==> src/rtl/dts_pkg.sv <==
`timescale 1ns / 1ps
// Shared types, constants and register indexes of the delimited token splitter.
package dts_pkg;

	localparam int BYTE_W          = 8;
	localparam int CFG_INDEX_W     = 4;
	localparam int CFG_DATA_W      = 64;
	localparam int SEP_COUNT_W     = 4;
	localparam int DELIM_COUNT_W   = 3;

	// Defaults for the top-level parameters.
	localparam int DEF_MAX_SEPARATORS  = 8;
	localparam int DEF_MAX_DELIM_PAIRS = 4;

	// Depths of the queue between front and back and of the result queue.
	localparam int MID_QUEUE_DEPTH = 4;
	localparam int OUT_QUEUE_DEPTH = 2;

	// Reset values of the double-byte lead range.
	localparam logic [BYTE_W-1:0] LEAD_LOW_RESET  = 8'd129;
	localparam logic [BYTE_W-1:0] LEAD_HIGH_RESET = 8'd254;

	// Configuration register indexes.
	typedef enum logic [CFG_INDEX_W-1:0] {
		CFG_SEP_CHARS    = 4'd0,
		CFG_SEP_COUNT    = 4'd1,
		CFG_DELIM_OPENS  = 4'd2,
		CFG_DELIM_CLOSES = 4'd3,
		CFG_DELIM_KEEP   = 4'd4,
		CFG_DELIM_COUNT  = 4'd5,
		CFG_LEAD_LOW     = 4'd6,
		CFG_LEAD_HIGH    = 4'd7
	} dts_cfg_reg_t;

	// One input byte after classification by the front.
	typedef struct packed {
		logic [BYTE_W-1:0] data;
		logic              last;
		logic              is_sep;
		logic              is_lead;
		logic              delim_hit;
		logic [BYTE_W-1:0] close_byte;
		logic              keep;
	} dts_item_t;

	// One result word.
	typedef struct packed {
		logic              byte_valid;
		logic [BYTE_W-1:0] out_byte;
		logic              token_end;
		logic              strip_ends;
		logic              string_done;
	} dts_result_t;

	// All results caused by one input byte: one or two words.
	typedef struct packed {
		logic        two;
		dts_result_t r1;
		dts_result_t r0;
	} dts_pair_t;

endpackage

==> src/rtl/delimited_token_splitter_unit.sv <==
`timescale 1ns / 1ps
// Top level of the delimited token splitter.
//
// Splits a byte string into tokens, one byte per input word, with quoted
// (delimited) tokens and double-byte characters. The block takes one input
// word every clock cycle while full is low: the front classifies the byte
// against the separator, lead and delimiter registers in the cycle it is
// accepted and writes it into a four-entry queue; the back takes one queued
// byte per cycle while the result queue is not full, updates the token
// state and writes its one or two result words into a two-entry result
// queue. A byte's first result word reaches the result ports after it has
// been registered in the queue between front and back and then in the
// result queue. A byte that causes no result word, such as a separator
// outside a token, uses no result queue entry. Most bytes give one result
// word; a separator after a delimited token's closing byte gives two only if
// it is also a lead byte, and those take two pops, so the sustained rate is
// one result word per cycle, limited only by the result port. Configuration
// writes are always ready and must be made while the block is idle.
module delimited_token_splitter_unit #(
	parameter int MAX_SEPARATORS  = dts_pkg::DEF_MAX_SEPARATORS,
	parameter int MAX_DELIM_PAIRS = dts_pkg::DEF_MAX_DELIM_PAIRS
) (
	input  logic                             clk,
	input  logic                             arst_n,
	input  logic                             push,
	output logic                             full,
	input  logic [dts_pkg::BYTE_W-1:0]       in_byte,
	input  logic                             last_byte,
	input  logic                             pop,
	output logic                             empty,
	output logic                             byte_valid,
	output logic [dts_pkg::BYTE_W-1:0]       out_byte,
	output logic                             token_end,
	output logic                             strip_ends,
	output logic                             string_done,
	input  logic                             cfg_valid,
	output logic                             cfg_ready,
	input  logic [dts_pkg::CFG_INDEX_W-1:0]  cfg_index,
	input  logic [dts_pkg::CFG_DATA_W-1:0]   cfg_data
);

	import dts_pkg::*;

	localparam int ITEM_W = $bits(dts_item_t);

	dts_item_t         front_item;
	logic [ITEM_W-1:0] mid_rd;
	dts_item_t         back_item;
	logic              mid_empty;
	logic              back_take;
	dts_result_t       result;

	// Classification and configuration registers.
	dts_front #(
		.MAX_SEPARATORS (MAX_SEPARATORS),
		.MAX_DELIM_PAIRS(MAX_DELIM_PAIRS)
	) u_front (
		.clk      (clk),
		.arst_n   (arst_n),
		.in_byte  (in_byte),
		.last_byte(last_byte),
		.cfg_valid(cfg_valid),
		.cfg_ready(cfg_ready),
		.cfg_index(cfg_index),
		.cfg_data (cfg_data),
		.item     (front_item)
	);

	// Queue between front and back.
	dts_queue #(
		.WIDTH(ITEM_W),
		.DEPTH(MID_QUEUE_DEPTH)
	) u_mid_queue (
		.clk    (clk),
		.arst_n (arst_n),
		.push   (push),
		.wr_data(front_item),
		.full   (full),
		.pop    (back_take),
		.rd_data(mid_rd),
		.empty  (mid_empty)
	);

	assign back_item = dts_item_t'(mid_rd);

	// Token state machine and result queue.
	dts_back u_back (
		.clk       (clk),
		.arst_n    (arst_n),
		.item      (back_item),
		.item_avail(~mid_empty),
		.item_take (back_take),
		.pop       (pop),
		.empty     (empty),
		.result    (result)
	);

	assign byte_valid  = result.byte_valid;
	assign out_byte    = result.out_byte;
	assign token_end   = result.token_end;
	assign strip_ends  = result.strip_ends;
	assign string_done = result.string_done;

endmodule

==> src/rtl/dts_queue.sv <==
`timescale 1ns / 1ps
// Small first-in first-out queue built from registers.
module dts_queue #(
	parameter int WIDTH = 8,
	parameter int DEPTH = 4
) (
	input  logic             clk,
	input  logic             arst_n,
	input  logic             push,
	input  logic [WIDTH-1:0] wr_data,
	output logic             full,
	input  logic             pop,
	output logic [WIDTH-1:0] rd_data,
	output logic             empty
);

	localparam int PTR_W = (DEPTH > 1) ? $clog2(DEPTH) : 1;
	localparam int CNT_W = $clog2(DEPTH + 1);

	logic [WIDTH-1:0] mem_q [DEPTH];
	logic [PTR_W-1:0] wr_ptr_q;
	logic [PTR_W-1:0] rd_ptr_q;
	logic [CNT_W-1:0] count_q;
	logic             push_ok;
	logic             pop_ok;

	assign full    = (count_q == CNT_W'(DEPTH));
	assign empty   = (count_q == '0);
	assign push_ok = push & ~full;
	assign pop_ok  = pop & ~empty;
	assign rd_data = mem_q[rd_ptr_q];

	// Storage words carry no reset.
	always_ff @(posedge clk) begin
		if (push_ok) begin
			mem_q[wr_ptr_q] <= wr_data;
		end
	end

	// Pointers and fill count.
	always_ff @(posedge clk or negedge arst_n) begin
		if (!arst_n) begin
			wr_ptr_q <= '0;
			rd_ptr_q <= '0;
			count_q  <= '0;
		end else begin
			if (push_ok) begin
				wr_ptr_q <= (wr_ptr_q == PTR_W'(DEPTH - 1)) ? '0 : wr_ptr_q + 1'b1;
			end
			if (pop_ok) begin
				rd_ptr_q <= (rd_ptr_q == PTR_W'(DEPTH - 1)) ? '0 : rd_ptr_q + 1'b1;
			end
			if (push_ok && !pop_ok) begin
				count_q <= count_q + 1'b1;
			end else if (pop_ok && !push_ok) begin
				count_q <= count_q - 1'b1;
			end
		end
	end

endmodule

==> src/rtl/dts_front.sv <==
`timescale 1ns / 1ps
// Front end: configuration registers and per-byte classification.
module dts_front #(
	parameter int MAX_SEPARATORS  = 8,
	parameter int MAX_DELIM_PAIRS = 4
) (
	input  logic                             clk,
	input  logic                             arst_n,
	input  logic [dts_pkg::BYTE_W-1:0]       in_byte,
	input  logic                             last_byte,
	input  logic                             cfg_valid,
	output logic                             cfg_ready,
	input  logic [dts_pkg::CFG_INDEX_W-1:0]  cfg_index,
	input  logic [dts_pkg::CFG_DATA_W-1:0]   cfg_data,
	output dts_pkg::dts_item_t               item
);

	import dts_pkg::*;

	localparam int SEP_BITS   = MAX_SEPARATORS * BYTE_W;
	localparam int DELIM_BITS = MAX_DELIM_PAIRS * BYTE_W;

	logic [SEP_BITS-1:0]      sep_chars_q;
	logic [SEP_COUNT_W-1:0]   sep_count_q;
	logic [DELIM_BITS-1:0]    delim_opens_q;
	logic [DELIM_BITS-1:0]    delim_closes_q;
	logic [MAX_DELIM_PAIRS-1:0] delim_keep_q;
	logic [DELIM_COUNT_W-1:0] delim_count_q;
	logic [BYTE_W-1:0]        lead_low_q;
	logic [BYTE_W-1:0]        lead_high_q;
	logic                     cfg_wr;

	assign cfg_ready = 1'b1;
	assign cfg_wr    = cfg_valid & cfg_ready;

	// Register writes; unknown indexes are ignored.
	always_ff @(posedge clk or negedge arst_n) begin
		if (!arst_n) begin
			sep_chars_q    <= '0;
			sep_count_q    <= '0;
			delim_opens_q  <= '0;
			delim_closes_q <= '0;
			delim_keep_q   <= '0;
			delim_count_q  <= '0;
			lead_low_q     <= LEAD_LOW_RESET;
			lead_high_q    <= LEAD_HIGH_RESET;
		end else if (cfg_wr) begin
			unique case (dts_cfg_reg_t'(cfg_index))
				CFG_SEP_CHARS:    sep_chars_q    <= cfg_data[SEP_BITS-1:0];
				CFG_SEP_COUNT:    sep_count_q    <= cfg_data[SEP_COUNT_W-1:0];
				CFG_DELIM_OPENS:  delim_opens_q  <= cfg_data[DELIM_BITS-1:0];
				CFG_DELIM_CLOSES: delim_closes_q <= cfg_data[DELIM_BITS-1:0];
				CFG_DELIM_KEEP:   delim_keep_q   <= cfg_data[MAX_DELIM_PAIRS-1:0];
				CFG_DELIM_COUNT:  delim_count_q  <= cfg_data[DELIM_COUNT_W-1:0];
				CFG_LEAD_LOW:     lead_low_q     <= cfg_data[BYTE_W-1:0];
				CFG_LEAD_HIGH:    lead_high_q    <= cfg_data[BYTE_W-1:0];
				default: ;
			endcase
		end
	end

	// Classification: separator, lead byte and the lowest matching opening delimiter.
	always_comb begin
		item            = '0;
		item.data       = in_byte;
		item.last       = last_byte;
		item.is_lead    = (in_byte >= lead_low_q) && (in_byte <= lead_high_q);
		for (int k = 0; k < MAX_SEPARATORS; k++) begin
			if ((SEP_COUNT_W'(k) < sep_count_q) &&
			    (sep_chars_q[k*BYTE_W +: BYTE_W] == in_byte)) begin
				item.is_sep = 1'b1;
			end
		end
		if (in_byte == '0) begin
			item.is_sep = 1'b0;
		end
		// Scan downwards so that the lowest pair wins.
		for (int p = MAX_DELIM_PAIRS - 1; p >= 0; p--) begin
			if ((DELIM_COUNT_W'(p) < delim_count_q) &&
			    (delim_opens_q[p*BYTE_W +: BYTE_W] == in_byte)) begin
				item.delim_hit  = 1'b1;
				item.close_byte = delim_closes_q[p*BYTE_W +: BYTE_W];
				item.keep       = delim_keep_q[p];
			end
		end
	end

endmodule

==> src/rtl/dts_back.sv <==
`timescale 1ns / 1ps
// Back end: token state, result words and the result queue.
module dts_back (
	input  logic                 clk,
	input  logic                 arst_n,
	input  dts_pkg::dts_item_t   item,
	input  logic                 item_avail,
	output logic                 item_take,
	input  logic                 pop,
	output logic                 empty,
	output dts_pkg::dts_result_t result
);

	import dts_pkg::*;

	localparam int PAIR_W = $bits(dts_pair_t);

	logic              token_open_q;
	logic              in_delim_q;
	logic [BYTE_W-1:0] close_byte_q;
	logic              keep_ends_q;
	logic              close_pending_q;
	logic              expect_trail_q;
	logic              sel_q;

	logic              token_open_d;
	logic              in_delim_d;
	logic [BYTE_W-1:0] close_byte_d;
	logic              keep_ends_d;
	logic              close_pending_d;
	logic              expect_trail_d;

	logic              close_sep;
	logic              open_now;
	logic              delim_now;
	logic              mid_v;
	dts_result_t       mid;
	dts_result_t       pre;
	dts_pair_t         pair;

	logic              oq_full;
	logic              oq_empty;
	logic              oq_push;
	logic              oq_pop;
	logic [PAIR_W-1:0] oq_rd;
	dts_pair_t         head;
	logic              pop_ok;

	assign item_take = item_avail & ~oq_full;

	// Next state and the results of one byte.
	always_comb begin
		close_sep       = close_pending_q & item.is_sep;
		open_now        = token_open_q & ~close_sep;
		delim_now       = in_delim_q & ~close_sep;
		token_open_d    = open_now;
		in_delim_d      = delim_now;
		close_byte_d    = close_byte_q;
		keep_ends_d     = keep_ends_q;
		close_pending_d = 1'b0;
		expect_trail_d  = 1'b0;
		mid_v           = 1'b0;
		mid             = '0;
		pre             = '0;
		pair            = '0;

		// A pending close met by a separator ends the token with no byte.
		pre.token_end  = 1'b1;
		pre.strip_ends = ~keep_ends_q;

		if (expect_trail_q) begin
			mid_v          = 1'b1;
			mid.byte_valid = 1'b1;
			mid.out_byte   = item.data;
			token_open_d   = 1'b1;
		end else if (item.is_lead) begin
			mid_v          = 1'b1;
			mid.byte_valid = 1'b1;
			mid.out_byte   = item.data;
			token_open_d   = 1'b1;
			expect_trail_d = 1'b1;
		end else if (delim_now) begin
			mid_v          = 1'b1;
			mid.byte_valid = 1'b1;
			mid.out_byte   = item.data;
			token_open_d   = 1'b1;
			if (item.data == close_byte_q) begin
				if (item.last) begin
					mid.token_end  = 1'b1;
					mid.strip_ends = ~keep_ends_q;
					token_open_d   = 1'b0;
					in_delim_d     = 1'b0;
				end else begin
					close_pending_d = 1'b1;
				end
			end
		end else if (item.is_sep) begin
			if (open_now) begin
				mid_v         = 1'b1;
				mid.token_end = 1'b1;
				token_open_d  = 1'b0;
				in_delim_d    = 1'b0;
			end
		end else begin
			mid_v          = 1'b1;
			mid.byte_valid = 1'b1;
			mid.out_byte   = item.data;
			if (!open_now && item.delim_hit) begin
				in_delim_d   = 1'b1;
				close_byte_d = item.close_byte;
				keep_ends_d  = item.keep;
			end
			token_open_d = 1'b1;
		end

		// End of string closes a token that is still open after this byte.
		if (item.last && token_open_d) begin
			mid.token_end  = 1'b1;
			mid.strip_ends = 1'b0;
		end

		if (close_sep) begin
			pair.r0 = pre;
			if (mid_v) begin
				pair.r1  = mid;
				pair.two = 1'b1;
			end
		end else if (mid_v) begin
			pair.r0 = mid;
		end

		if (item.last) begin
			if (pair.two) begin
				pair.r1.string_done = 1'b1;
			end else begin
				pair.r0.string_done = 1'b1;
			end
			token_open_d    = 1'b0;
			in_delim_d      = 1'b0;
			close_byte_d    = '0;
			keep_ends_d     = 1'b0;
			close_pending_d = 1'b0;
			expect_trail_d  = 1'b0;
		end
	end

	// Token state.
	always_ff @(posedge clk or negedge arst_n) begin
		if (!arst_n) begin
			token_open_q    <= 1'b0;
			in_delim_q      <= 1'b0;
			close_byte_q    <= '0;
			keep_ends_q     <= 1'b0;
			close_pending_q <= 1'b0;
			expect_trail_q  <= 1'b0;
		end else if (item_take) begin
			token_open_q    <= token_open_d;
			in_delim_q      <= in_delim_d;
			close_byte_q    <= close_byte_d;
			keep_ends_q     <= keep_ends_d;
			close_pending_q <= close_pending_d;
			expect_trail_q  <= expect_trail_d;
		end
	end

	// A byte that causes no result word leaves the result queue untouched.
	assign oq_push = item_take & (close_sep | mid_v | item.last);

	// Result queue holds the results of one byte per entry.
	dts_queue #(
		.WIDTH(PAIR_W),
		.DEPTH(OUT_QUEUE_DEPTH)
	) u_out_queue (
		.clk    (clk),
		.arst_n (arst_n),
		.push   (oq_push),
		.wr_data(pair),
		.full   (oq_full),
		.pop    (oq_pop),
		.rd_data(oq_rd),
		.empty  (oq_empty)
	);

	assign head   = dts_pair_t'(oq_rd);
	assign empty  = oq_empty;
	assign pop_ok = pop & ~oq_empty;
	assign oq_pop = pop_ok & (~head.two | sel_q);
	assign result = sel_q ? head.r1 : head.r0;

	// Selects the second word of an entry that carries two.
	always_ff @(posedge clk or negedge arst_n) begin
		if (!arst_n) begin
			sel_q <= 1'b0;
		end else if (pop_ok) begin
			sel_q <= head.two & ~sel_q;
		end
	end

	a_pending_in_delim: assert property (@(posedge clk) disable iff (!arst_n)
		close_pending_q |-> in_delim_q)
		else $error("close pending outside a delimited token");

	a_trail_open: assert property (@(posedge clk) disable iff (!arst_n)
		expect_trail_q |-> token_open_q)
		else $error("trail byte expected with no open token");

	a_delim_open: assert property (@(posedge clk) disable iff (!arst_n)
		in_delim_q |-> token_open_q)
		else $error("delimited token without an open token");

	a_sel_head: assert property (@(posedge clk) disable iff (!arst_n)
		sel_q |-> (!oq_empty && head.two))
		else $error("second word selected on an entry without one");

endmodule
==> config.mk <==
export PLATFORM = sky130hd
export DESIGN_NAME = delimited_token_splitter_unit
export DESIGN_NICKNAME = d
export VERILOG_FILES = /design/src/rtl/dts_pkg.sv /design/src/rtl/delimited_token_splitter_unit.sv /design/src/rtl/dts_queue.sv /design/src/rtl/dts_front.sv /design/src/rtl/dts_back.sv
export SDC_FILE = /design/constraint.sdc
export NUM_CORES = 1
export LEC_CHECK = 0
export ABC_AREA = 1
export BUFFER_PORTS_ARGS = -buffer_cell sky130_fd_sc_hd__buf_2
export CORE_MARGIN = 1
export CORE_UTILIZATION = 50
export CTS_CLUSTER_DIAMETER = 30
export DETAILED_ROUTE_END_ITERATION = 12
export PLACE_DENSITY = 0.68
export SKIP_LAST_GASP = 1
export SYNTH_ARGS = -nofsm -noshare
export SYNTH_HDL_FRONTEND = slang
export SYNTH_HIERARCHICAL = 1
export SYNTH_SLANG_ARGS = --single-unit
==> constraint.sdc <==
create_clock -name clk -period 7.8 [get_ports clk]
set_input_delay 1.56 -clock clk [delete_from_list [all_inputs] [get_ports clk]]
set_output_delay 1.56 -clock clk [all_outputs]
set_load 0.02 [all_outputs]
# After elaboration in Yosys (flattened, before gate mapping)
# Memories as Yosys holds them, arrays and structs flattened.
# Cells that the tools add are included.
# Widths: inputs -> output; s select.
dict set report word_totals {
  reg_bits 180
  ramBits 134
  word_cells 219
  mem_count 2
}
dict set report classes {
  addsub 8
  magnitude_cmp 14
  eq_ne 28
  mux 83
  bitwise_logic 23
  n_reduce_logical 40
}
# memory depth width read_ports rd_ports_with_merged_regs write_ports line_no
set mem_list {}
lappend mem_list {u_mid_queue.mem_q 4 21 1 0 1 dts_queue.sv:20} ;# logic [WIDTH-1:0] mem_q [DEPTH];
lappend mem_list {u_back.u_out_queue.mem_q 2 25 1 0 1 dts_queue.sv:20}
# op count
set ops {}
lappend ops {{$eq 8x8->1} 13}
lappend ops {{$mux 1} 53}
lappend ops {{$mux 10} 5}
lappend ops {{$mux 8} 6}
lappend ops {{$mux 12} 3}
lappend ops {{$mux 9} 3}
lappend ops {{$mux 13} 2}
lappend ops {{$logic_and 1x1->1} 19}
lappend ops {{$mux 2} 9}
lappend ops {{$eq 4x3->1 const B} 4}
lappend ops {{$lt 3x4->1 const A} 4}
lappend ops {{$reduce_and 2->1} 8}
lappend ops {{$and 1x1->1} 12}
lappend ops {{$eq 4x2->1 const B} 2}
lappend ops {{$ge 8x8->1} 1}
lappend ops {{$le 8x8->1} 1}
lappend ops {{$logic_not 8->1} 1}
lappend ops {{$lt 1x4->1 const A} 2}
lappend ops {{$lt 2x4->1 const A} 2}
lappend ops {{$ne 2x1->1 const B} 4}
lappend ops {{$not 1->1} 8}
lappend ops {{$add 2x1->2 const B} 3}
lappend ops {{$eq 2x2->1 const B} 3}
lappend ops {{$lt 1x3->1 const A} 2}
lappend ops {{15 further kinds} 26}

# Depth between registers and ports, before layout
# Gate-level depths: netlist of run 1.
# An unclocked memory read counts as a cell.
dict set report depth {
  word_depth 17
  depth_mapped 20
}

# Modules after synthesis
# Netlist of run 1, hierarchy kept.
# mod n_inst cells_each area_per_inst_um2
set by_module_without_submodules {}
lappend by_module_without_submodules {dts_front 1 942 8139.1}
lappend by_module_without_submodules {{dts_queue (u_mid_queue)} 1 306 3965.1}
lappend by_module_without_submodules {{dts_queue (u_back.u_out_queue)} 1 162 2057.0}
lappend by_module_without_submodules {dts_back 1 184 1136.1}
lappend by_module_without_submodules {delimited_token_splitter_unit 1 1 3.8}

# Least setup slack after synthesis of run 1
# Ideal clock, no wire load.
dict set report synth_path {
  path_type {flip-flop to flip-flop}
  startpoint {reg u_mid_queue.rd_ptr_q[0]}
  endpoint {mem u_back/u_out_queue/mem_q[1][0] in the netlist's numbering (enable)}
  setup_ns 0.407
  arrival_ns 2.840
  slack_ns 4.553
  path_stages_with_launch 15
  path_buffers 3
  path_cell_list {dfrtp_1 > buf_6 > buf_6 > buf_8 > o211ai_2 > nand2_1 > nand2_4 > inv_2 > nor2_2 > nor3_4 > nand3_1 > o21ai_1 > inv_1 > o21ai_0 > nor2_1}
}
# item line_no
set synth_lines {}
lappend synth_lines {{from (decl)} dts_queue.sv:22} ;# logic [PTR_W-1:0] rd_ptr_q;
lappend synth_lines {{from (signal assigned)} dts_queue.sv:51} ;# rd_ptr_q <= (rd_ptr_q == PTR_W'(DEPTH - 1)) ? '0 : rd_ptr_q + 1'b1;
lappend synth_lines {{to (decl)} dts_queue.sv:20}

==> metrics.log, run 1 <==
INFO  metric drive_above_1_share = 20.59%
INFO  metric fin_tns_setup = 0 ns
INFO  metric post_dp_cell_area = around 16000 um^2
INFO  metric outcome = completed
INFO  metric cts_root_buf = sky130_fd_sc_hd__clkbuf_16
INFO  metric final_util = between 60% and 70%
INFO  metric avgRoutedWirePerCell = 16.39 um
INFO  metric endpoint_required_time_on_the_critical_path = 7.96 ns
INFO  metric design_area = between 15000 and 20000 um^2
INFO  metric tritoncts = done
INFO  metric number_of_buffers_inserted_during_clock_tree_synthesis = 70
INFO  metric synth-warning-count = 6
INFO  metric critPathCapture = u_back/u_out_queue/mem_q[0][20]$_DFFE_PP_
INFO  metric timing_hold_violations_final = 0
INFO  metric timing.critical_path.from_type = flip-flop
INFO  metric drt-total-wl = about 35000 um
INFO  metric ctsResizeCount = 0
INFO  metric critPathCaptureType = flip-flop
INFO  metric cts_htree_levels = 3
INFO  metric detailroute.via_count = ~11000
INFO  metric synth-seq-area-share = 55.81%
INFO  metric gr-usage-all-layers = 23.40%
INFO  metric 1st_pass_router_iterations = 5
INFO  metric dr.first_iter.drc_count = between 700 and 800
INFO  metric area.growth.synth_to_final = 20.08%
INFO  metric dieWidth = 176.9 um
INFO  metric clockBufferDepth = 3
INFO  metric first_global_vias = 10950
INFO  metric start_util = 51.22%
INFO  metric drc = 0
INFO  metric worst_margin_pin_slew = about 1.1 ns
INFO  metric netlist_area = 15300 um^2
INFO  metric post_cts_buffers = 0
INFO  metric grt_pass1_wl = approximately 57000 um
INFO  metric slew-limit-headroom = 27.55%
INFO  metric post-layout-total-power = 7.400 mW
INFO  metric synth_largest_type_area_fraction = roughly 28%
INFO  metric worstPathArrival = 4.02 ns
INFO  metric rr_worst_depth = 14
INFO  metric final_max_slew_viol_count = 0
INFO  metric cts_hold_buf = 0
INFO  metric grt_start_max_net_pins = approximately 100
INFO  metric reg2reg_setup_slack = 3.93 ns
INFO  metric synth_area_per_cell = between 9 and 10 um^2
INFO  metric fin_skew = between 0.02 and 0.025 ns
INFO  metric ios = 97
INFO  metric power_leakage = between 8 and 9 nW
INFO  metric synthCells = 1595
INFO  metric floorplan.rows = 63
INFO  metric ys_types = 54
INFO  metric setup_viol_count_final = 0
INFO  metric number_of_antenna_violations_at_the_first_check_in_global_routing = 0
INFO  metric worst_hold_margin = 0.4774 ns
INFO  metric netlist_top_cells_area = sky130_fd_sc_hd__dfrtp_1 (28%), sky130_fd_sc_hd__edfxtp_1 (26%), sky130_fd_sc_hd__nand2_1 (10%)
INFO  metric global_route.overflow_total = 0
INFO  metric achievable-frequency = roughly 0.26 GHz
INFO  metric final-instance-count-excl-fill = 2149
INFO  metric cts.reportedPaths.clkPinSlew = 0.04 ns
INFO  metric final.period_utilization = 49.60%
INFO  metric unrepaired_setup_endpoints_after_global_routing = false
INFO  metric hpwl = 22500 um
INFO  metric crit_path_start = u_mid_queue/rd_ptr_q[0]$_DFFE_PN0P_
INFO  metric postSynthRegisterBits = 314
INFO  metric synth_top_cell_by_area = sky130_fd_sc_hd__dfrtp_1
INFO  metric die-height = 176.9 um
INFO  metric drv.max_cap_violation_count = 0
INFO  metric reg2reg_to = u_back/u_out_queue/mem_q[0][20]$_DFFE_PP_
INFO  metric ir_drop = 0.1896 mV
INFO  metric dp_cells = approximately 2000
INFO  metric core_region_area = approximately 30000 um^2
INFO  metric timing.final.crit_period = 3.869 ns
INFO  metric hold_class = reg -> reg
INFO  metric timing.rr.start = u_mid_queue/rd_ptr_q[0]$_DFFE_PN0P_
INFO  metric dieArea = about 31000 um^2
INFO  metric remaining_antenna_violation_count_after_routing = 0
INFO  metric gp_routability_congestion = between 0.8 and 0.9
INFO  metric place_worst_setup_slack = 3.933 ns
INFO  metric nNetsFinal = ~1800
INFO  metric detail_route.vias_per_cell = 5.110
INFO  metric critPathKind = reg -> reg
INFO  metric worst_skew_pair.late_latency = 0.56 ns
INFO  metric timing.critical_path.fanout_max = 87
INFO  metric port_buffers = 95
INFO  metric fin_ws = around 3.9 ns
INFO  metric powerDensity = 402.8 nW/um^2
INFO  metric clock_sinks = 314
## placed cells by master (no fill, tap or decap), types with 9 or more instances in the layout
cell                        netlist  layout
sky130_fd_sc_hd__dfstp_2          9       9
sky130_fd_sc_hd__or2_2           21      21
sky130_fd_sc_hd__nor2_1          74      69
sky130_fd_sc_hd__nor2_2           5      10
sky130_fd_sc_hd__clkbuf_16        0      75
sky130_fd_sc_hd__inv_2            9       9
sky130_fd_sc_hd__nand2_1        421     421
sky130_fd_sc_hd__dfrtp_1        171     170
sky130_fd_sc_hd__mux2_2          25      25
sky130_fd_sc_hd__inv_1          192     192
sky130_fd_sc_hd__o211ai_1        22      22
sky130_fd_sc_hd__buf_2           16      94
sky130_fd_sc_hd__o22ai_1         14      14
sky130_fd_sc_hd__xnor2_1         57      57
sky130_fd_sc_hd__nand3_1         47      46
sky130_fd_sc_hd__buf_4           15      12
sky130_fd_sc_hd__edfxtp_1       134     134
sky130_fd_sc_hd__o211ai_2        21      21
sky130_fd_sc_hd__clkbuf_1        23      12
sky130_fd_sc_hd__ha_1            23      23
sky130_fd_sc_hd__o21ai_0        145     145
sky130_fd_sc_hd__xor2_1          14      14
sky130_fd_sc_hd__a21oi_1         29      29
sky130_fd_sc_hd__nand2_2         22      22
sky130_fd_sc_hd__nor3_1          16      16
sky130_fd_sc_hd__nand4_1         13      13
## worst min-delay path by stage
| stage | start | to | slack (ns) | cells past startpoint |
|---|---|---|---|---|
| after detailed placement | u_front/delim_closes_q[16]$_DFFE_PN0P_ | u_front/delim_closes_q[16]$_DFFE_PN0P_ | 0.47 | 2 |
| after global routing | u_front/delim_keep_q[1]$_DFFE_PN0P_ | u_front/delim_keep_q[1]$_DFFE_PN0P_ | 0.50 | 2 |
| after CTS | u_front/delim_closes_q[16]$_DFFE_PN0P_ | u_front/delim_closes_q[16]$_DFFE_PN0P_ | 0.48 | 2 |
| after global placement | u_back/u_out_queue/wr_ptr_q$_DFFE_PN0P_ | u_back/u_out_queue/wr_ptr_q$_DFFE_PN0P_ | 0.46 | 2 |
| after floorplan | u_front/delim_closes_q[16]$_DFFE_PN0P_ | u_front/delim_closes_q[16]$_DFFE_PN0P_ | 0.45 | 2 |
| final | u_front/delim_closes_q[16]$_DFFE_PN0P_ | u_front/delim_closes_q[16]$_DFFE_PN0P_ | 0.48 | 2 |
## worst max-delay path, stage by stage (launching register included)
cell and delay, ns:
sky130_fd_sc_hd__dfrtp_4 1.07, sky130_fd_sc_hd__nand2_1 0.12, sky130_fd_sc_hd__o211ai_1 0.12, sky130_fd_sc_hd__nand2_1 0.17
sky130_fd_sc_hd__nand2_4 0.23, sky130_fd_sc_hd__inv_2 0.06, sky130_fd_sc_hd__nor2_2 0.22, sky130_fd_sc_hd__nor3_4 0.12
sky130_fd_sc_hd__nand3_1 0.09, sky130_fd_sc_hd__o21ai_1 0.06, sky130_fd_sc_hd__inv_1 0.08, sky130_fd_sc_hd__inv_1 0.05
sky130_fd_sc_hd__nor2_2 0.12, sky130_fd_sc_hd__nand2_1 0.08, sky130_fd_sc_hd__inv_1 0.76
## kinds of logic (layout without fill, tap and decap cells)
group / after synthesis / count (layout) / share of synthesized area, %
mux: 25 / 25 / 1.840
xor+xnor: 73 / 73 / 4.277
flops: 314 / 314 / 55.81
compound gates: 244 / 244 / 9.731
simple gates: 638 / 638 / 18.13
fa+ha+maj: 24 / 24 / 2.012
other cells: 2 / 4 / 0.04908
buf+inv: 275 / 437 / 8.153
## area by class of cell
cell class | instances | area [um^2]
tap | 390 | 488.0
clock buffer | 93 | 2004
clock inverter | 34 | 442.9
timing repair buffer | 107 | 571.8
inverter | 203 | 777.0
antenna | 1 | 2.502
multi-input combinational | 1007 | 5543
fill | 2419 | 11500
sequential | 314 | 8543
## flip-flops by register name, indices dropped and copies added (netlist names)
register and cells:
u_mid_queue/mem_q 84, u_front/sep_chars_q 64, u_back/u_out_queue/mem_q 50, u_front/delim_closes_q 32, u_front/delim_opens_q 32, u_back/close_byte_q 8, u_front/lead_high_q 8, u_front/lead_low_q 8
u_front/delim_keep_q 4, u_front/sep_count_q 4, u_front/delim_count_q 3, u_mid_queue/count_q 3, u_back/u_out_queue/count_q 2, u_mid_queue/rd_ptr_q 2, u_mid_queue/wr_ptr_q 2, u_back/close_pending_q 1
u_back/expect_trail_q 1, u_back/in_delim_q 1, u_back/keep_ends_q 1, u_back/sel_q 1, u_back/token_open_q 1, u_back/u_out_queue/rd_ptr_q 1, u_back/u_out_queue/wr_ptr_q 1
## where the power goes
group	total [mW]	switching [mW]	leakage [nW]	internal, mW
clock	2.98	0.909	1.18	2.07
combinational	1.83	1.19	3.82	0.646
sequential	2.59	0.306	3.50	2.28
total	7.40	2.40	8.49	5.00
## cell usage after synthesis (all sizes together)
cell type,instances
nand2,446
inv,203
dfrtp,171
o21ai,149
edfxtp,134
nor2,80
xnor2,58
buf,49
nand3,49
o211ai,43
a21oi,31
mux2,25
clkbuf,23
ha,23
or2,22
nor3,21
xor2,15
nand4,14
o22ai,14
dfstp,9
nor4,3
a21boi,2
a21o,2
and2,2
conb,2
fa,1
nand3b,1
o2111a,1
o21a,1
o221ai,1
## metal layers
metal | wire length, um | track usage (%) | vias up
met5 | 0 | 0 | -
met4 | 1018 | 9.267 | 0
met3 | 1866 | 4.338 | 68
met2 | 17530 | 40.15 | 319
met1 | 14810 | 29.16 | 5177
li1 | - | - | 5417
Power figures use the tool's default switching activity.
==> run 2, diff against run 1 <==
Settings changed: PLACE_DENSITY 0.68 to 0.7.
Clock period 7.8 ns to 3.2 ns, I/O delays scaled along.
==> run 2 against run 1 <==
Total power grew 140%. Sequential cell count is the same. Worst hold slack lost 0.39 ns. Clock-buffer cell count shrank 14. Critical path depth grew 1. Combinational power grew to 2.6 times the previous value. Maximum frequency grew 45%. Clock power grew 140%. Clock skew grew 0.0026 ns. Sequential share of layout area shrank 0.15 points. Largest cell class unchanged. Sequential power grew 140%.
==> metrics.log, run 2 (synthesized netlist as in run 1, its figures left out) <==
INFO  metric dp_cells = between 2000 and 2500
INFO  metric outcome = completed
INFO  metric cts_hold_buf = 0
INFO  metric diodes_inserted = 0
INFO  metric die-height = 176.9 um
INFO  metric gp_routability_congestion = about 0.83
INFO  metric floorplan.rows = 63
INFO  metric nNetsFinal = 1819
INFO  metric drt-total-wl = roughly 36000 um
INFO  metric worst_margin_pin_slew = 0.9624 ns
INFO  metric dr.first_iter.drc_count = 829
INFO  metric post_cts_buffers = 0
INFO  metric timing_hold_violations_final = 0
INFO  metric unrepaired_setup_endpoints_after_global_routing = false
INFO  metric 1st_pass_router_iterations = 6
INFO  metric cts_htree_levels = 3
INFO  metric timing.critical_path.fanout_max = 25
INFO  metric drv.max_cap_violation_count = 0
INFO  metric biggestRegsByFlops = u_mid_queue/mem_q (84), u_front/sep_chars_q (64), u_back/u_out_queue/mem_q (50)
INFO  metric gr-usage-all-layers = 23.76%
INFO  metric grt_pass1_wl = slightly below 60000 um
INFO  metric ir_drop = 0.5246 mV
INFO  metric setup_viol_count_final = 0
INFO  metric grt_start_max_net_pins = 76
INFO  metric slew-limit-headroom = 35.60%
INFO  metric clock_sinks = ~310
INFO  metric port_buffers = 95
INFO  metric path_cells = inv_2, o211ai_2, nand2_1, nand2_4, inv_2, nor2_2, nor3_4, nand3_1, o21ai_1, inv_1, inv_1, nor2_2, nand2_1, inv_1, buf_4
INFO  metric clockBufferDepth = 3
INFO  metric fin_tns_setup = 0 ns
INFO  metric drive_above_1_share = 21.29%
INFO  metric timing.final.crit_period = 2.667 ns
INFO  metric dieArea = between 30000 and 40000 um^2
INFO  metric ios = 97
INFO  metric multi_input_comb_area = 5543 um^2
INFO  metric cts_root_buf = sky130_fd_sc_hd__clkbuf_16
INFO  metric mostFrequentLayoutCell = sky130_fd_sc_hd__nand2_1
INFO  metric critPathKind = reg -> reg
INFO  metric hold_class = in -> async
INFO  metric final_cell_mix = sky130_fd_sc_hd__nand2_1 (421), sky130_fd_sc_hd__inv_1 (192), sky130_fd_sc_hd__dfrtp_1 (170), sky130_fd_sc_hd__o21ai_0 (145), sky130_fd_sc_hd__edfxtp_1 (134)
INFO  metric core_region_area = 29870 um^2
INFO  metric achievable-frequency = around 0.37 GHz
INFO  metric area.growth.synth_to_final = 20.46%
INFO  metric timing.critical_path.from_type = flip-flop
INFO  metric number_of_antenna_violations_at_the_first_check_in_global_routing = 0
INFO  metric endpoint_required_time_on_the_critical_path = about 3.4 ns
INFO  metric final-instance-count-excl-fill = 2156
INFO  metric detail_route.vias_per_cell = between 5 and 6
INFO  metric num-fill-cells = approximately 2400
INFO  metric critical_path.most_common_cell = sky130_fd_sc_hd__inv_1
INFO  metric critPathCaptureType = flip-flop
INFO  metric remaining_antenna_violation_count_after_routing = 0
INFO  metric fin_skew = ~0.026 ns
INFO  metric flip_flop_count_of_the_largest_register_all_copies_and_words_added = 84
INFO  metric cts.reportedPaths.clkPinSlew = 0.04 ns
INFO  metric detailroute.via_count = 11260
INFO  metric top_register = u_mid_queue/mem_q
INFO  metric power_leakage = 8.541 nW
INFO  metric tritoncts = done
INFO  metric dieWidth = 176.9 um
INFO  metric drc = 0
INFO  metric final.period_utilization = 83.33%
INFO  metric first_global_vias = 11420
INFO  metric final_max_slew_viol_count = 0
INFO  metric layout.area.seq = 8543 um^2
INFO  metric powerDensity = a little under 1000 nW/um^2
INFO  metric worstPathArrival = 2.87 ns
INFO  metric worst_skew_pair.late_latency = 0.56 ns
INFO  metric number_of_buffers_inserted_during_clock_tree_synthesis = 67
INFO  metric global_route.overflow_total = 0
INFO  metric ctsResizeCount = 0
INFO  metric start_util = 51.22%
INFO  metric critical_path.slowest_cell = sky130_fd_sc_hd__dfrtp_1
INFO  metric avgRoutedWirePerCell = around 17 um
INFO  metric hpwl = 23430 um
INFO  metric worst_path_largest_cell_delay = approximately 0.67 ns
[run 2: through the flow]
stage | worst slack [ns] | instance area, um^2 | util [%] | power [mW] | hold WS (ns)
after floorplan | 0.3470 | 15310 | - | 9.643 | 0.3444
after global placement | 0.4325 | 16060 | 53.75 | 10.77 | 0.4605
after detailed placement | 0.3426 | 16060 | 53.75 | 10.95 | 0.4749
after CTS | 0.5007 | 18430 | 61.70 | 18.15 | 0.09959
after global routing | 0.2704 | 18430 | 61.70 | 19.04 | 0.1263
final | 0.5333 | 18430 | 61.70 | 18.01 | 0.08531
[run 2: critical path: cells and delay by family (launching register included)]
kind / cells / cell delay (ns)
AND/OR/NAND/NOR: 7 / 0.81
buffers and inverters: 6 / 0.68
AO/OA/AOI/OAI: 2 / 0.15
flip-flops: 1 / 0.67
[run 2: area by class of cell]
| class | instances | area share, % |
|---|---|---|
| Sequential cell | 314 | 46.35 |
| Clock buffer | 79 | 9.959 |
| Tap cell | 390 | 2.647 |
| Clock inverter | 43 | 2.919 |
| Multi-Input combinational cell | 1007 | 30.07 |
| Inverter | 203 | 4.216 |
| Timing Repair Buffer | 120 | 3.835 |
[run 2: layer usage]
| metal | vias up | wire length (um) | share of wire (%) | track usage [%] |
|---|---|---|---|---|
| met4 | 0 | 974 | 2.7 | 8.908 |
| met1 | 5410 | 14690 | 41 | 28.85 |
| met3 | 82 | 1752 | 4.9 | 3.716 |
| met5 | - | 0 | 0 | 0 |
| li1 | 5423 | - | - | - |
| met2 | 342 | 18420 | 51 | 42.37 |
[run 2: final timing paths]
kind	to	cells past startpoint	start	slack, ns
worst min register to register	u_front/delim_closes_q[8]$_DFFE_PN0P_	2	u_front/delim_closes_q[8]$_DFFE_PN0P_	0.48
worst max register to register	u_back/u_out_queue/mem_q[0][16]$_DFFE_PP_	15	u_mid_queue/rd_ptr_q[1]$_DFFE_PN0P_	0.53
max in group asynchronous	u_front/lead_high_q[7]$_DFFE_PN1P_	2	arst_n	2.29
worst max-delay path	u_back/u_out_queue/mem_q[0][16]$_DFFE_PP_	15	u_mid_queue/rd_ptr_q[1]$_DFFE_PN0P_	0.53
worst min-delay path	u_mid_queue/wr_ptr_q[0]$_DFFE_PN0P_	1	arst_n	0.09
min in group clk	u_front/sep_chars_q[54]$_DFFE_PN0P_	2	cfg_data[54]	0.32
[run 2: where the power goes]
part / switching, mW / leakage, nW / total (mW) / internal, mW
combinational: 3.12 / 3.89 / 4.77 / 1.65
clock: 2.29 / 1.15 / 7.10 / 4.81
sequential: 0.591 / 3.50 / 6.14 / 5.55
total: 6.01 / 8.54 / 18.0 / 12.0
==> run 3, diff against run 2 <==
Clock period 3.2 ns to 2.2 ns, I/O delays scaled along.
==> run 3 against run 2 <==
The flow now finishes with violations (negative setup slack). Via count grew 4.0%. First-iteration DRC count is 8.4% lower. Combinational power is 82% higher. Sequential cell count stayed put. Clock-buffer cell count is 1 higher. Core utilization grew 3.5 points. Global-route usage increased by 1.3 points. Wire length up 6.8%. Critical path depth unchanged. Clock power is 48% higher. Sequential share of layout area decreased by 2.5 points. Clock skew is 0.015 ns higher.
==> metrics.log, run 3 (synthesized netlist as in run 1, its figures left out) <==
INFO  metric timing.critical_path.from_type = flip-flop
INFO  metric rr_worst_depth = 15
INFO  metric timing.critical_path.fanout_max = 25
INFO  metric worst_hold_margin = about 0.11 ns
INFO  metric worst_skew_pair.late_latency = between 0.5 and 0.6 ns
INFO  metric final_cell_mix = sky130_fd_sc_hd__nand2_1 (412), sky130_fd_sc_hd__inv_1 (186), sky130_fd_sc_hd__dfrtp_1 (169), sky130_fd_sc_hd__o21ai_0 (142), sky130_fd_sc_hd__edfxtp_1 (134)
INFO  metric timing_hold_violations_final = 0
INFO  metric clockBufferDepth = 3
INFO  metric met3_capacity_usage_during_global_routing = 4.510%
INFO  metric die-height = 176.9 um
INFO  metric fin_ws = -0.1699 ns
INFO  metric path_cells = buf_4, o211ai_2, nand2_2, nand2_4, inv_4, nor2_4, nor3_4, nand3_1, o21ai_1, inv_1, inv_2, nor2_4, nand2_2, clkinvlp_4, buf_12
INFO  metric top_register = u_mid_queue/mem_q
INFO  metric place_worst_setup_slack = -0.3705 ns
INFO  metric gr-usage-all-layers = 25.07%
INFO  metric gp_routability_congestion = 0.9184
INFO  metric 1st_pass_router_iterations = 5
INFO  metric grt_pass1_wl = 60640 um
INFO  metric tritoncts = done
INFO  metric worst_path_largest_cell_delay = around 0.49 ns
INFO  metric critPathCapture = u_back/u_out_queue/mem_q[0][10]$_DFFE_PP_
INFO  metric avgRoutedWirePerCell = 16.98 um
INFO  metric floorplan.rows = 63
INFO  metric worst_margin_pin_slew = 0.6114 ns
INFO  metric remaining_antenna_violation_count_after_routing = 0
INFO  metric global_route.overflow_total = 0
INFO  metric violated_checks = negative setup slack
INFO  metric unrepaired_setup_endpoints_after_global_routing = true
INFO  metric drt-total-wl = 38280 um
INFO  metric reg2reg_setup_slack = -0.17 ns
INFO  metric grt_start_max_net_pins = 104
INFO  metric outcome = complete, but fails checks
INFO  metric busiest_layer = met2
INFO  metric timing.final.crit_period = 2.370 ns
INFO  metric worstPathArrival = 2.61 ns
INFO  metric powerDensity = 1445 nW/um^2
INFO  metric biggestRegsByFlops = u_mid_queue/mem_q (84), u_front/sep_chars_q (64), u_back/u_out_queue/mem_q (50)
INFO  metric first_global_vias = 11870
INFO  metric achievable-frequency = 0.4220 GHz
INFO  metric clock_sinks = around 310
INFO  metric number_of_buffers_inserted_during_clock_tree_synthesis = 68
INFO  metric flip_flop_count_of_the_largest_register_all_copies_and_words_added = 84
INFO  metric timing.rr.start = u_mid_queue/rd_ptr_q[0]$_DFFE_PN0P_
INFO  metric drv.max_cap_violation_count = 0
INFO  metric critical_path.slowest_cell = sky130_fd_sc_hd__dfrtp_4
INFO  metric fin_skew = about 0.04 ns
INFO  metric diodes_inserted = 0
INFO  metric critPathKind = reg -> reg
INFO  metric ios = 97
INFO  metric number_of_antenna_violations_at_the_first_check_in_global_routing = 1
INFO  metric port_buffers = 95
INFO  metric drc = 0
INFO  metric cts_root_buf = sky130_fd_sc_hd__clkbuf_16
INFO  metric final_max_slew_viol_count = 0
INFO  metric reg2reg_to = u_back/u_out_queue/mem_q[0][10]$_DFFE_PP_
INFO  metric drive_above_1_share = between 20% and 30%
INFO  metric setup_viol_count_final = 57
INFO  metric core_region_area = between 20000 and 30000 um^2
INFO  metric mostFrequentLayoutCell = sky130_fd_sc_hd__nand2_1
INFO  metric nNetsFinal = 1914
INFO  metric start_util = 51.22%
INFO  metric dieWidth = 176.9 um
INFO  metric critPathCaptureType = flip-flop
INFO  metric dieArea = about 31000 um^2
INFO  metric grt.met1_usage = ~30%
INFO  metric final_util = around 65%
INFO  metric detail_route.vias_per_cell = 5.196
INFO  metric ir_drop = between 0.6 and 0.7 mV
INFO  metric power_leakage = 9.067 nW
INFO  metric crit_path_start = u_mid_queue/rd_ptr_q[0]$_DFFE_PN0P_
INFO  metric fin_tns_setup = -7.959 ns
INFO  metric endpoint_required_time_on_the_critical_path = 2.44 ns
INFO  metric hpwl = 24730 um
INFO  metric area.growth.synth_to_final = 27.35%
INFO  metric hold_class = in -> reg
INFO  metric final.period_utilization = 107.7%
INFO  metric slew-limit-headroom = 59.24%
INFO  metric post_dp_cell_area = 16690 um^2
INFO  metric detailroute.via_count = ~12000
INFO  metric globalRouteMet2Util = between 40 and 50%
INFO  metric design_area = ~19000 um^2
INFO  metric cts.reportedPaths.clkPinSlew = 0.05 ns
INFO  metric dr.first_iter.drc_count = 759
INFO  metric cts_htree_levels = 3
run 3: cell types whose count changed in the layout (fill, tap and decap cells not counted), moves of 5 or more:
cell	before	now
sky130_fd_sc_hd__buf_4	22	92
sky130_fd_sc_hd__buf_6	1	13
sky130_fd_sc_hd__buf_12	3	12
sky130_fd_sc_hd__nand2_1	421	412
sky130_fd_sc_hd__nand2_2	22	29
sky130_fd_sc_hd__inv_1	192	186
sky130_fd_sc_hd__clkbuf_1	4	9
sky130_fd_sc_hd__clkbuf_8	5	0
sky130_fd_sc_hd__nor2_4	1	6
run 3: final cells by class:
cell class                      count  area, um^2
Timing Repair Buffer              212        1578
Sequential cell                   314        8544
Inverter                          203       785.8
Clock inverter                     46       581.8
Tap cell                          390       488.0
Multi-Input combinational cell   1009        5698
Clock buffer                       80        1810
Fill cell                        2321       10390
run 3: repair_timing:
| action | in CTS | in global routing |
|---|---|---|
| gates cloned | 1 | 2 |
| endpoints found under the hold margin | 31 | 0 |
| resized for setup | 15 | 43 |
| hold buffers | 1 | 0 |
| buffers inserted | 14 | 5 |
| setup endpoints to repair | 62 | 104 |
| pin swaps | 16 | 16 |
run 3: metal layers:
layer | part of all wire, % | up-vias
met5 | 0.034 | -
met4 | 3.8 | 2
met3 | 4.6 | 107
met2 | 51 | 342
met1 | 41 | 5641
li1 | - | 5620
run 3: worst min path at each step:
stage	startpoint	endpoint	slack, ns	depth (start not counted)
global route	cfg_data[54]	u_front/sep_chars_q[54]$_DFFE_PN0P_	0.10	2
finish	cfg_data[54]	u_front/sep_chars_q[54]$_DFFE_PN0P_	0.11	2
CTS	cfg_data[52]	u_front/sep_chars_q[52]$_DFFE_PN0P_	0.09	2
global placement	arst_n	u_mid_queue/wr_ptr_q[0]$_DFFE_PN0P_	0.42	1
detailed placement	arst_n	u_mid_queue/wr_ptr_q[0]$_DFFE_PN0P_	0.41	1
floorplan	arst_n	u_back/close_byte_q[0]$_DFFE_PN0P_	0.14	0
run 3: worst max-delay path, delay by kind of cell, from the launching register on:
kind                   cells  cell delay [ns]
AOI/OAI and AO/OA          2             0.26
DFF                        1             0.49
and+or+nand+nor            7             0.71
buffers and inverters      6             0.58
run 3: where the power goes:
part	internal [mW]	leakage (nW)	switching (mW)
sequential	8.08	3.50	0.834
clock	7.14	1.15	3.41
combinational	3.47	4.42	5.22
run 3: through the flow:
stage	std cells	power, mW
global placement	2106	16.15
detailed placement	2106	16.44
floorplan	1596	14.08
finish	2254	28.15
CTS	2248	27.53
global route	2254	29.58
